==> src/rtl/rsh_pkg.sv <==
package rsh_pkg;

   // Frame geometry
   localparam int IMAGE_WIDTH  = 320;
   localparam int IMAGE_HEIGHT = 240;
   localparam int TOTAL_PIXELS = IMAGE_WIDTH * IMAGE_HEIGHT;
   // Last item position of a frame: all pixels plus one row and one pixel of flush
   localparam int POS_MAX      = TOTAL_PIXELS + IMAGE_WIDTH;

   localparam int COL_W = $clog2(IMAGE_WIDTH);
   localparam int ROW_W = $clog2(IMAGE_HEIGHT);
   localparam int POS_W = $clog2(POS_MAX + 1);

   // Sample and arithmetic widths
   localparam int CHANNELS = 3;
   localparam int PIX_W    = 8;
   localparam int STR_W    = 4;
   localparam int SUM_W    = PIX_W + 3;
   localparam int PC_W     = PIX_W + STR_W + 1;
   localparam int PS_W     = SUM_W + STR_W;
   localparam int ACC_W    = PC_W + 4;

   localparam logic [STR_W-1:0] STRENGTH_RESET = STR_W'(4);

   // Item kinds carried on tuser
   localparam logic KIND_PIXEL = 1'b0;
   localparam logic KIND_FLUSH = 1'b1;

   // One RGB pixel, red in the lowest byte
   typedef logic [CHANNELS-1:0][PIX_W-1:0] pixel_type;
   typedef logic [COL_W-1:0] col_type;
   typedef logic [8:0][PIX_W-1:0] chan_win_type;

   // Stage load strobes for the per-channel lanes
   typedef struct packed {
      logic load_sum;
      logic load_prod;
   } lane_ctrl_type;

endpackage

==> src/rtl/rsh_lane.sv <==
module rsh_lane (
   input  logic                          clock,
   input  rsh_pkg::lane_ctrl_type        ctrl,
   input  logic [rsh_pkg::STR_W-1:0]     strength,
   input  rsh_pkg::chan_win_type         win,
   output logic [rsh_pkg::PIX_W-1:0]     result
);

   logic [rsh_pkg::SUM_W-1:0]        sum_in;
   logic [rsh_pkg::SUM_W-1:0]        sum_ff;
   logic [rsh_pkg::PIX_W-1:0]        center_ff;
   logic [rsh_pkg::STR_W:0]          center_wt;
   logic [rsh_pkg::PC_W-1:0]         pc_in;
   logic [rsh_pkg::PC_W-1:0]         pc_ff;
   logic [rsh_pkg::PS_W-1:0]         ps_in;
   logic [rsh_pkg::PS_W-1:0]         ps_ff;
   logic signed [rsh_pkg::ACC_W-1:0] acc;

   // Add the eight neighbors
   always_comb begin
      sum_in = '0;
      for (int i = 0; i < 9; i++) begin
         if (i != 4) begin
            sum_in = sum_in + rsh_pkg::SUM_W'(win[i]);
         end
      end
   end

   always_ff @(posedge clock) begin
      if (ctrl.load_sum) begin
         sum_ff    <= sum_in;
         center_ff <= win[4];
      end
   end

   // Center weight strength+1 and neighbor weight strength, in eighths later
   assign center_wt = {1'b0, strength} + (rsh_pkg::STR_W + 1)'(1);
   assign pc_in     = rsh_pkg::PC_W'(center_wt) * rsh_pkg::PC_W'(center_ff);
   assign ps_in     = rsh_pkg::PS_W'(strength) * rsh_pkg::PS_W'(sum_ff);

   always_ff @(posedge clock) begin
      if (ctrl.load_prod) begin
         pc_ff <= pc_in;
         ps_ff <= ps_in;
      end
   end

   // Subtract, drop negatives, scale down by eight and saturate
   assign acc = $signed({1'b0, pc_ff, 3'b000}) - $signed(rsh_pkg::ACC_W'(ps_ff));

   always_comb begin
      if (acc[rsh_pkg::ACC_W-1]) begin
         result = '0;
      end else if (acc[rsh_pkg::ACC_W-2:3] > (rsh_pkg::ACC_W-4)'(255)) begin
         result = '1;
      end else begin
         result = acc[rsh_pkg::PIX_W+2:3];
      end
   end

endmodule

==> config.mk <==
export PLATFORM = sky130hd
export DESIGN_NAME = rsh_lane
export DESIGN_NICKNAME = d
export VERILOG_FILES = /design/src/rtl/rsh_pkg.sv /design/src/rtl/rsh_lane.sv
export SDC_FILE = /design/constraint.sdc
export NUM_CORES = 1
export LEC_CHECK = 0
export BUFFER_PORTS_ARGS = -buffer_cell sky130_fd_sc_hd__buf_2
export CAP_MARGIN = 0
export CORE_ASPECT_RATIO = 0.6
export CORE_UTILIZATION = 40
export DETAILED_ROUTE_END_ITERATION = 16
export SLEW_MARGIN = 20
export SYNTH_ARGS = -nofsm -noshare
export SYNTH_HDL_FRONTEND = slang
export SYNTH_SLANG_ARGS = --single-unit
==> constraint.sdc <==
create_clock -name clock -period 12 [get_ports clock]
set_input_delay 2.4 -clock clock [delete_from_list [all_inputs] [get_ports clock]]
set_output_delay 2.4 -clock clock [all_outputs]
set_load 0.01 [all_outputs]
==> out/summary.md <==
The flow ran to the end, and the final reports show no timing, DRC or antenna violations. The setup path with the least slack is of type in2reg. The clock sink count was 47; the antenna diode instance count was 0. For this configuration, the core starts out at a cell density of 41.3%. The number of search-and-repair iterations in the first detailed-routing pass was 4. Setup violations remaining at the end of the flow were counted as 0. The die covers 15600 um2. Maximum clock frequency: 0.147 GHz. Data on the critical path is required at its endpoint by 12.06 ns. The post-route total power came out at 1710 uW. The share of post-route cells with drive strength above 1 is 15.3%. The detail route stage leaves a number of antenna-violating nets equal to 0. From left edge to right edge, the die measures 161 um.

STA classifies the critical path endpoint as a register. Clock-pin slew was measured on the worst setup and hold paths at 0.07 ns. The run gives 0 as the final count of pins violating max slew. Post-CTS timing repair inserted 0 buffers for setup. Row generation in the floorplan step produced 34 rows.

In this run the standard cell core region covers 14600 um2. After detailed routing, the average wire length per cell comes to 12.6 um. During synthesis, Yosys emitted a total of 0 warnings.

The sequential element share of the synthesized area was 23.3%. The leading cell type by number of instances after synthesis was inv_1. For this run, design rule violations remaining after detail routing come to 0. Y dimension of the die: 97.3 um. The run gives 52 as the number of distinct standard cells referenced by the synthesized netlist.

The number of antenna violations at the first check in global routing was 1; the combined area of all synthesized cells was 6050 um2. The dominant synthesized flop cell is edfxtp_1. The master cell of the clock root buffer is clkbuf_16.

For the number of maximum-capacitance violations, the log shows 0. The tools report the worst vdd rail ir drop as 0.0922 mV. The slew of the pin with the lowest slew margin was 0.707 ns. The worst setup path is launched from an input pin.

Layout overhead on the synthesized area: 13.0%. Input and output buffers added on the ports amount to 86. The min-delay analysis places its worst path in the category reg2reg. The number of clock buffers inserted by TritonCTS came out at 5.

After detailed routing, the total wire length is 11100 um. The longest clock path from root to sink contains 2 buffers. Leakage power of the design: 0.00342 uW. Measured against its own limit, the worst slew margin works out to 52.6%.

The clock arrives with 0.00676 ns of skew. Routability-driven placement finished with a final weighted congestion of 0.807. The internal power component was 939 uW; the net count of the mapped netlist was 821. The number of failing hold endpoints at the final stage was 0. Of all nets on the critical path, the largest fanout is 21. The number of gates resized after CTS was 0.

The final critical path takes up 56.6% of the cycle. For the combined global-route utilization of all metal layers, the log shows 15.4%. For this design the top-level I/O count stands at 87. In this run, the clock network consumes 7.9% of the power. Summed over all instances, the cell type with the most area after synthesis is fa_1. Per report_power, the combinational group accounts for 71.8% of the total. Sequential fraction of design power: 20.3%.

The level count of the clock H-tree was 2. Setup repair after global routing left no endpoint under its margin. The switching share of power is 45.2%, and the via density per instance is 4.65.

The share of async-settable or async-resettable flops after synthesis is 0%, and the total number of vias is 4089. After synthesis, the cell types taking the most area are fa_1 27%, edfxtp_1 23%, ha_1 13%. The analysis attributes to net switching a power of 775 uW. The first routing iteration left 196 violations. For the HPWL reported at the end of detailed placement, the log shows 9730 um. The synthesized design contains 47 enable-type register cells.

Each instance of the synthesized netlist takes up on average 10.2 um2. Entering global routing, the biggest net connects 29 pins. For this run the aggregate overflow at the end of global routing stands at 0. The number of cells produced by synthesis was 595. The count of nets after finishing is 908. The synthesis-stage register bit count is 47. Clock latency on the worst-skew pair, taken at its later pin, is 0.29 ns. The global-route wire length before repair is 19600 um, and the number of buffers added to fix hold violations after cts is 0. Summed over its instances, the top area cell type makes up 27.5% of the synthesized netlist area. The sum of negative setup slack is 0 ns.

By count the netlist is led by 138 x inv_1, 83 x fa_1, 64 x ha_1, 47 x edfxtp_1, 41 x nand2_1. TritonCTS built the clock tree. The power density over the cells was 251 nW/um2. The tools report the via count of the first global-routing pass as 4255. Data arrives at the worst endpoint at 6.85 ns. The shortest period the worst path allows came out at 6.79 ns.
## critical path: stages
cell and delay [ns]:
buf_2 0.33, ha_1 0.26, xor2_1 0.45, nand2_1 0.14
fa_1 0.49, fa_1 0.52, fa_1 0.54, inv_1 0.04
ha_1 0.32, a21o_1 0.17, a21oi_1 0.21, o21bai_1 0.09
a21oi_1 0.22, o21ai_0 0.19, o311ai_0 0.44
## sequential cells by signal, summed over array words and instances, names as in the netlist
register and count:
sum_ff 11, pc_ff 13, ps_ff 15, center_ff 8
## placed cells by master, fill, tap and decap left out, types with 2 or more instances in the layout
| cell | instances |
|---|---|
| inv_1 | 138 |
| buf_2 | 86 |
| fa_1 | 83 |
| ha_1 | 64 |
| edfxtp_1 | 47 |
| nand2_1 | 41 |
| and2_1 | 40 |
| xnor2_1 | 21 |
| nor2_1 | 19 |
| a21oi_1 | 17 |
| nor2b_1 | 13 |
| xor2_1 | 13 |
| a31oi_1 | 10 |
| a21o_1 | 9 |
| nand2b_1 | 9 |
| o21ai_0 | 8 |
| nand3_1 | 6 |
| nor3_1 | 6 |
| o21a_1 | 5 |
| clkbuf_16 | 5 |
| a211oi_1 | 3 |
| a21boi_0 | 2 |
| o21bai_1 | 2 |
| or2_2 | 2 |
| o41ai_1 | 2 |
| o21ai_1 | 2 |
## power by group through the flow
| stage | combinational [uW] | sequential (uW) | clock (uW) |
|---|---|---|---|
| 6_report | 1230 | 348 | 136 |
| 3_5_place_dp | 1240 | 351 | 0 |
| 3_3_place_gp | 1210 | 351 | 0 |
| 5_1_grt | 1420 | 356 | 146 |
| 4_1_cts | 1250 | 348 | 140 |
| 2_1_floorplan | 984 | 336 | 0 |
## path summary, 6_finish.rpt
check | cells past startpoint | from | slack, ns | end
setup / recovery | 15 | strength[0] | 5.21 | pc_ff[12]
hold / removal | 1 | sum_ff[0] | 0.64 | ps_ff[0]
setup reg to reg | 12 | center_ff[1] | 7.86 | pc_ff[12]
hold reg to reg | 1 | sum_ff[0] | 0.64 | ps_ff[0]
## metrics by stage
stage          worst slack (ns)  hold WS (ns)  utilization, %  std cells  area [um2]
6_report                   5.21         0.641            46.7        879        6840
4_1_cts                    5.22         0.654            46.7        879        6840
3_3_place_gp               5.28         0.645            45.8        873        6710
5_1_grt                    4.88         0.679            46.7        879        6840
2_1_floorplan              5.79         0.555               -        595        6050
3_5_place_dp               4.92         0.637            45.8        873        6710
## cell type report
cell class	count	area, um2
fill	1435	7800
multi-input combinational	404	4100
sequential	47	1410
inverter	138	518
timing repair buffer	86	430
tap	198	248
clock buffer	5	125
clock inverter	1	7.51
## routing by layer
layer  routed length (um)  up-vias  GRT usage [%]
met5                    0        -              0
met2                 4530       73           22.2
li1                     -     2074              -
met1                 6080     1934           24.2
met4                   83        0           2.54
met3                  409        8           2.60
## cell families after synthesis
kind of cell	after synthesis	share of synthesized area [%]
compound gates	75	8.93
xor+xnor	34	4.92
fa+ha+maj	147	40.7
buf+inv	144	8.93
flops	47	23.3
mux	1	0.165
simple gates	147	13.0
(Power assumes the default switching activity.)
